$ cat src/sv/msbr_pkg.sv
`timescale 1ns / 1ps
`default_nettype none
package msbr_pkg;

    localparam int PIX_W         = 8;
    localparam int CFG_W         = 11;
    localparam int MAX_WIDTH_DEF = 1024;
    localparam int APB_AW        = 3;
    localparam int APB_DW        = 32;

    localparam logic [CFG_W-1:0] WIDTH_RESET = 11'd1024;
    localparam logic [PIX_W-1:0] MSB_MASK    = 8'h80;

    // register index, taken from paddr[2]
    localparam logic REG_IMAGE_WIDTH = 1'b0;

    // x / 3 for x <= 765 as (x * 683) >> 11
    localparam int SUM_W      = PIX_W + 2;
    localparam int DIV3_MUL   = 683;
    localparam int DIV3_SHIFT = 11;
    localparam int PROD_W     = SUM_W + 10;

    typedef struct packed {
        logic [PIX_W-1:0] pixel;
        logic [PIX_W-1:0] left;
        logic [PIX_W-1:0] above;
        logic [PIX_W-1:0] upper_left;
        logic             predict;
    } t_pred_req;

    typedef struct packed {
        logic [PIX_W-1:0] pixel_out;
        logic             flipped;
    } t_pred_rsp;

    function automatic logic [PIX_W-1:0] div3(input logic [SUM_W-1:0] x);
        logic [PROD_W-1:0] prod;
        prod = PROD_W'(x) * PROD_W'(DIV3_MUL);
        return prod[DIV3_SHIFT +: PIX_W];
    endfunction

    function automatic logic [PIX_W-1:0] absdiff(input logic [PIX_W-1:0] a,
                                                 input logic [PIX_W-1:0] b);
        return (a > b) ? (a - b) : (b - a);
    endfunction

endpackage
`default_nettype wire

$ cat src/sv/msbr_predict.sv
`timescale 1ns / 1ps
`default_nettype none
module msbr_predict (
    input  wire msbr_pkg::t_pred_req i_req,
    output msbr_pkg::t_pred_rsp      o_rsp
);
    import msbr_pkg::*;

    logic [SUM_W-1:0] sum;
    logic [PIX_W-1:0] pred;
    logic [PIX_W-1:0] alt;
    logic             flip;

    always_comb begin
        sum  = SUM_W'(i_req.left) + SUM_W'(i_req.above) + SUM_W'(i_req.upper_left);
        pred = div3(sum);
        alt  = i_req.pixel ^ MSB_MASK;
        // ties go to the inverted pixel
        flip = i_req.predict && (absdiff(pred, i_req.pixel) >= absdiff(pred, alt));
        o_rsp.pixel_out = flip ? alt : i_req.pixel;
        o_rsp.flipped   = flip;
    end

endmodule
`default_nettype wire

$ cat config.mk
export PLATFORM = sky130hd
export DESIGN_NAME = msbr_predict
export DESIGN_NICKNAME = d
export VERILOG_FILES = /design/src/sv/msbr_pkg.sv /design/src/sv/msbr_predict.sv
export SDC_FILE = /design/constraint.sdc
export NUM_CORES = 1
export LEC_CHECK = 0
export BUFFER_PORTS_ARGS = -buffer_cell sky130_fd_sc_hd__buf_2
export CAP_MARGIN = 0
export CELL_PAD_IN_SITES_DETAIL_PLACEMENT = 1
export CELL_PAD_IN_SITES_GLOBAL_PLACEMENT = 2
export CORE_MARGIN = 10
export CORE_UTILIZATION = 38
export DETAILED_ROUTE_END_ITERATION = 8
export GPL_TIMING_DRIVEN = 0
export PLACE_DENSITY = 0.95
export SYNTH_ARGS = -nofsm -noshare
export SYNTH_HDL_FRONTEND = slang
export SYNTH_SLANG_ARGS = --single-unit
$ cat constraint.sdc
create_clock -name vclk -period 11.7
set_clock_uncertainty 0.1 [all_clocks]
set_input_delay 1.17 -clock vclk [all_inputs]
set_output_delay 1.17 -clock vclk [all_outputs]
set_load 0.02 [all_outputs]
==> results.txt, run 1 <==
Slew HR - 50.3%
area of the multi-input gates - 3600 sq um
1st-iter DRT viols - 126
Post-Synthesis Cells - 451
number of port buffers - 42
crit share post-route - 96.8%
final non-filler cell total - 635
initial core utilization - 39.0%
critical path launch point type - input port
total global-route track usage - 13.9%
first-pass GRT wire length - 17300 microns
WP data required - 10.43 ns
Ant. Diodes - 0
drt wl/cell - 16.7 microns
Post-Syn Area - 3790 sq um
hold wc startpoint - i_req[30]
# nets final - 655
Setup violations, final - 0
row count - 36
Detailed Routing Iterations Pass 1 - 4
count of cell types in the netlist - 56
Die Area - 14400 sq um
vias in the first global route - 3703
FMAX - 0.0883 GHz
Crit. End Element - output port
fillcell total - 1199
Synth Area in Adders - 45.1%
worst hold slack - 2.59 ns
drt total wl - 10600 microns
Worst Path Arrival - 10.06 ns
Hold Crit Class - in -> out
WHS Path Cells - 3
largest net degree at the start of global routing - 11
XOR/XNOR Fraction of Synth Area - 8.32%
fin crit period - 11.33 ns
status - finished clean
Worst Hold Endpoint - o_rsp[6]
Synth warnings - 0
largest family of logic cells by synthesized area - adder cells
Max-cap violations - 0
Crit Path Max Fanout - 6
clock buffers - 0
Placed Cells incl. Taps - 626
Mapped Avg Cell Area - 8.40 sq um
Reg area - 0 sq um
Residual DRC - 0
Core ar. - 9730 sq um
critical path class - in -> out
share of cells above drive strength 1 - 22.5%
Syn Nets - 602
Area growth syn-to-layout - 17.3%
Max Slew Vio Count - 0
final hold viol count - 0
simple-gate share of the synthesized area - 12.4%
FFs & Latches - 0
antenna violations before repair - 0
crit path max-delay cell type - fa_1
via count - 3423
CP max stage delay - 0.53 ns
vias per cell - 5.39
Seq/Total Area, Yosys - 0%
GR Overflow Total - 0
ANT nets after route - 0
io pins - 42
GPL Wtd Cong - 0.821
CP most frequent cell - inv_1
hold buffer count at cts - 0
mux cell area share after synthesis - 5.58%
Synth Area in Compound Gates - 18.5%
slew at the pin closest to its max-slew limit - 0.735 ns
DP Wirelength - 9090 microns
die width - 120 microns
Die Span Y - 120 microns
-- cell families (layout without fill, tap and decap cells) --
family | Yosys count | after routing
compound gates | 99 | 99
buf+inv | 89 | 140
fa+ha+maj | 118 | 118
xor+xnor | 36 | 36
simple gates | 89 | 89
mux | 20 | 20
-- cell type report --
cell class                 count  area share, %
multi-input combinational    362           81.0
timing repair buffer          52           6.47
inverter                      66           5.57
tap                          133           3.74
buffer                        22           3.18
-- how the worst max path moves through the flow --
| stage | from | to | slack (ns) | cells after the start |
|---|---|---|---|---|
| global route | i_req[10] | o_rsp[8] | -0.05 | 45 |
| detailed placement | i_req[2] | o_rsp[8] | -0.34 | 43 |
| global placement | i_req[2] | o_rsp[8] | 0.006 | 43 |
| floorplan | i_req[2] | o_rsp[8] | 0.88 | 42 |
| CTS | i_req[2] | o_rsp[8] | 0.03 | 45 |
| finish | i_req[2] | o_rsp[8] | 0.37 | 44 |
-- stage by stage --
stage / util, % / TNS [ns] / setup slack (ns) / instance area, sq um
after floorplan: - / 0 / 0.880 / 3790
after global placement: 42.8 / 0 / 0.00578 / 4170
after detailed placement: 42.8 / -0.652 / -0.339 / 4170
after CTS: 43.1 / 0 / 0.0262 / 4190
after global routing: 45.7 / -0.0597 / -0.0518 / 4450
final: 45.7 / 0 / 0.374 / 4450
-- synth_stat cells (2+ instances only) --
master	n	share of area (%)
a211o_1	3	0.69
a211oi_1	6	1.2
a21o_1	9	1.8
a21oi_1	15	2.0
a22o_1	2	0.46
a22oi_1	2	0.40
a2bb2oi_1	3	0.69
a311oi_1	2	0.46
a31oi_1	2	0.33
a32oi_1	2	0.46
and2_1	4	0.66
and3_1	2	0.33
and4_1	2	0.46
buf_2	3	0.40
buf_4	10	2.0
clkbuf_1	9	0.89
fa_1	31	16
ha_1	87	29
inv_1	65	6.4
mux2_2	9	2.7
mux2i_1	11	2.9
nand2_1	14	1.4
nand2b_1	8	1.3
nand3_1	5	0.66
nand4_1	5	0.83
nor2_1	24	2.4
nor2b_1	6	0.99
nor3_1	9	1.2
nor4b_1	2	0.46
o211ai_1	3	0.59
o21a_1	10	2.0
o21ai_0	15	2.0
o21ai_1	5	0.66
o21bai_1	2	0.40
o22a_1	2	0.46
o22ai_1	3	0.50
o311ai_1	2	0.46
o32ai_1	2	0.46
or2_2	2	0.33
or3_1	3	0.50
xnor2_1	23	5.3
xor2_1	13	3.0
-- cells in the final DEF (no fill, tap or decap), types with 4 or more instances in the layout --
master    Yosys  layout
nand2b_1      8       7
nand2_1      14      14
buf_2         3      44
ha_1         87      82
mux2i_1      11      11
fa_1         31      29
buf_4        10      20
o21a_1       10      10
nand3_1       5       4
a21oi_1      15      12
nor3_1        9       9
o21ai_0      15      13
and2_1        4       4
mux2_2        9       9
nor2b_1       6       6
xnor2_1      23      23
nor2_1       24      23
clkbuf_1      9       5
o21ai_1       5       5
inv_1        65      64
a21o_1        9       9
nand4_1       5       5
a211oi_1      6       6
xor2_1       13      10
-- what timing repair did --
action / CTS / global route
gates resized for setup: 5 / 38
pin swaps: 0 / 21
setup buffers: 0 / 10
setup endpoints to repair: 2 / 2
cloned: 0 / 0
-- metal layers --
layer  vias to the layer above  wire length [microns]  GRT usage, %
met5                         -                      0             0
met4                         0                     44         0.830
met3                         4                    288         0.938
met2                        50                   5780          27.5
met1                      1701                   4480          16.4
li1                       1668                      -             -
-- critical path: cells and delay by family --
family,cells,cell delay (ns)
adders and majority gates,11,3.99
AOI/OAI and AO/OA,16,2.74
and+or+nand+nor,4,0.84
xor gates and xnor gates,4,0.68
buffers and inverters,9,0.63
Power of run 1 is left out: the tool's default activity adds up to more than one toggle a clock period on the data nets, which glitch-free logic cannot reach.
==> run 2, diff against run 1 <==
Settings changed: ABC_AREA set to 1, CORE_UTILIZATION 38 to 35.
==> run 2 against run 1 <==
Area after synthesis is 3.2% lower. Highest routed layer unchanged. Critical endpoint is now o_rsp[0]. Core utilization is 6.3 points lower. Worst hold slack worse by 0.0069 ns. Global-route usage is 1.1 points lower.
==> results.txt, run 2 <==
final non-filler cell total - 709 (+12%)
Residual DRC - 0 (unchanged)
critical path launch point type - input port
number of port buffers - 42 (unchanged)
initial core utilization - 35.7% (-3.3 points)
antenna violations before repair - 0 (unchanged)
hold buffer count at cts - 0 (unchanged)
vias per cell - 4.74 (-12%)
Syn Nets - 682 (+13%)
die width - 122 microns (+2.1%)
first-pass GRT wire length - 16500 microns (-4.6%)
Post-Synthesis Cells - 531 (+18%)
crit share post-route - 93.3% (-3.5 points)
vias in the first global route - 3694 (-0.24%)
Max Slew Vio Count - 0 (unchanged)
Setup violations, final - 0 (unchanged)
GPL Wtd Cong - 0.850 (+3.5%)
Max-cap violations - 0 (unchanged)
1st-iter DRT viols - 76 (-40%)
Post-Syn Area - 3670 sq um (-3.2%)
FFs & Latches - 0 (unchanged)
Crit. End Element - output port
CTS resizes - 0 (-5)
top cell type's share of synthesized area - 29.7% (+0.96 points)
WP data required - 10.43 ns (about the same)
GR Overflow Total - 0 (unchanged)
Crit Path Max Fanout - 9 (+3)
leading area contributor after synthesis - ha_1
drt total wl - 9190 microns (-13%)
Die Area - 15000 sq um (+4.2%)
most frequent cells in the layout - nand2_1, inv_1, ha_1
io pins - 42 (unchanged)
most common cell after layout, fill and taps aside - nand2_1
slew at the pin closest to its max-slew limit - 0.541 ns (-0.194 ns)
top post-synthesis cells by count - nand2_1, inv_1, ha_1, fa_1, a21oi_1
unrepaired setup endpoints after global routing - false
drt wl/cell - 13.0 microns (-22%)
FMAX - 0.0916 GHz (+3.7%)
Reg area - 0 sq um (unchanged)
status - finished clean
TNS Setup - 0 ns (unchanged)
Core ar. - 10300 sq um (+5.6%)
ANT nets after route - 0 (unchanged)
count of cell types in the netlist - 36 (-36%)
Placed Cells incl. Taps - 709 (+13%)
count leader, synth - nand2_1
clock buffers - 0 (unchanged)
Synth warnings - 0 (unchanged)
via count - 3363 (-1.8%)
CP most frequent cell - inv_1
Area growth syn-to-layout - 10.4%
row count - 37 (+2.8%)
final hold viol count - 0 (unchanged)
Die Span Y - 122 microns (+2.1%)
Detailed Routing Iterations Pass 1 - 4 (unchanged)
Slew HR - 63.8% (+13 points)
fin crit period - 10.92 ns (-0.409 ns)
largest net degree at the start of global routing - 11 (unchanged)
Final Util - 39.4% (-6.3 points)
CP max stage delay - 0.54 ns (about the same)
Worst Path Arrival - 9.65 ns (-0.41 ns)
Post-CTS Setup Inserts - 0 (unchanged)
Seq/Total Area, Yosys - 0% (unchanged)
Ant. Diodes - 0 (unchanged)
total global-route track usage - 12.8% (-1.1 points)
Mapped Avg Cell Area - 6.91 sq um (-18%)
Hold Crit Class - in -> out
share of cells above drive strength 1 - 13.4% (-9.1 points)
critical path class - in -> out
# nets final - 726 (+11%)
crit path max-delay cell type - fa_1
DP Wirelength - 8670 microns (-4.5%)
top post-synthesis cells by area - ha_1, fa_1, nand2_1, inv_1, xor2_1
[run 2: cell types whose count changed in the layout (fill, tap and decap cells not counted), sizes merged, moves of 11 or more]
| cell | before | now |
|---|---|---|
| nand2 | 14 | 147 |
| a21oi | 15 | 29 |
| inv | 66 | 112 |
| xnor2 | 23 | 6 |
| nand3 | 5 | 22 |
| mux2i | 11 | 0 |
| buf | 66 | 54 |
[run 2: cells by family after synthesis]
group	after synthesis	synth area share, %
AO/OA/AOI/OAI	63	10.4
buffers and inverters	125	14.1
XOR/XNOR	23	5.70
adder cells (fa/ha/maj)	118	46.6
AND/OR/NAND/NOR	202	23.2
[run 2: final cells by class]
class | count | area, sq um
inverters | 112 | 420
plain buffers | 13 | 96.3
repair buffers | 42 | 210
well taps | 136 | 170
multi-input cells | 406 | 3150
fillers | 1400 | 6230
[run 2: layer usage]
layer,vias to the layer above,track usage (%),part of all wire [%]
met1,1596,16.3,48
met3,2,0.321,1.2
li1,1749,-,-
met2,16,24.5,51
met5,-,0,0
met4,0,0.368,0.34
[run 2: final timing paths]
check                 startpoint  endpoint  slack (ns)  cells past startpoint
worst max-delay path    i_req[2]  o_rsp[0]        0.78                     44
worst min-delay path   i_req[31]  o_rsp[7]        2.58                      3
[run 2: stage by stage]
stage	hold slack, ns	area, sq um	setup slack, ns
4_1_cts	2.59	4050	0.678
2_1_floorplan	2.35	3670	1.95
3_3_place_gp	2.59	4050	0.846
3_5_place_dp	2.59	4050	0.681
5_1_grt	2.60	4050	0.0844
6_report	2.58	4050	0.783
[run 2: critical path: cells and delay by family]
kind | cells | cell delay [ns]
AOI/OAI and AO/OA | 5 | 0.94
xor gates and xnor gates | 2 | 0.83
adders and majority gates | 11 | 4.31
buffers and inverters | 14 | 1.18
and+or+nand+nor | 12 | 1.20
Power of run 2 is left out for the same reason.
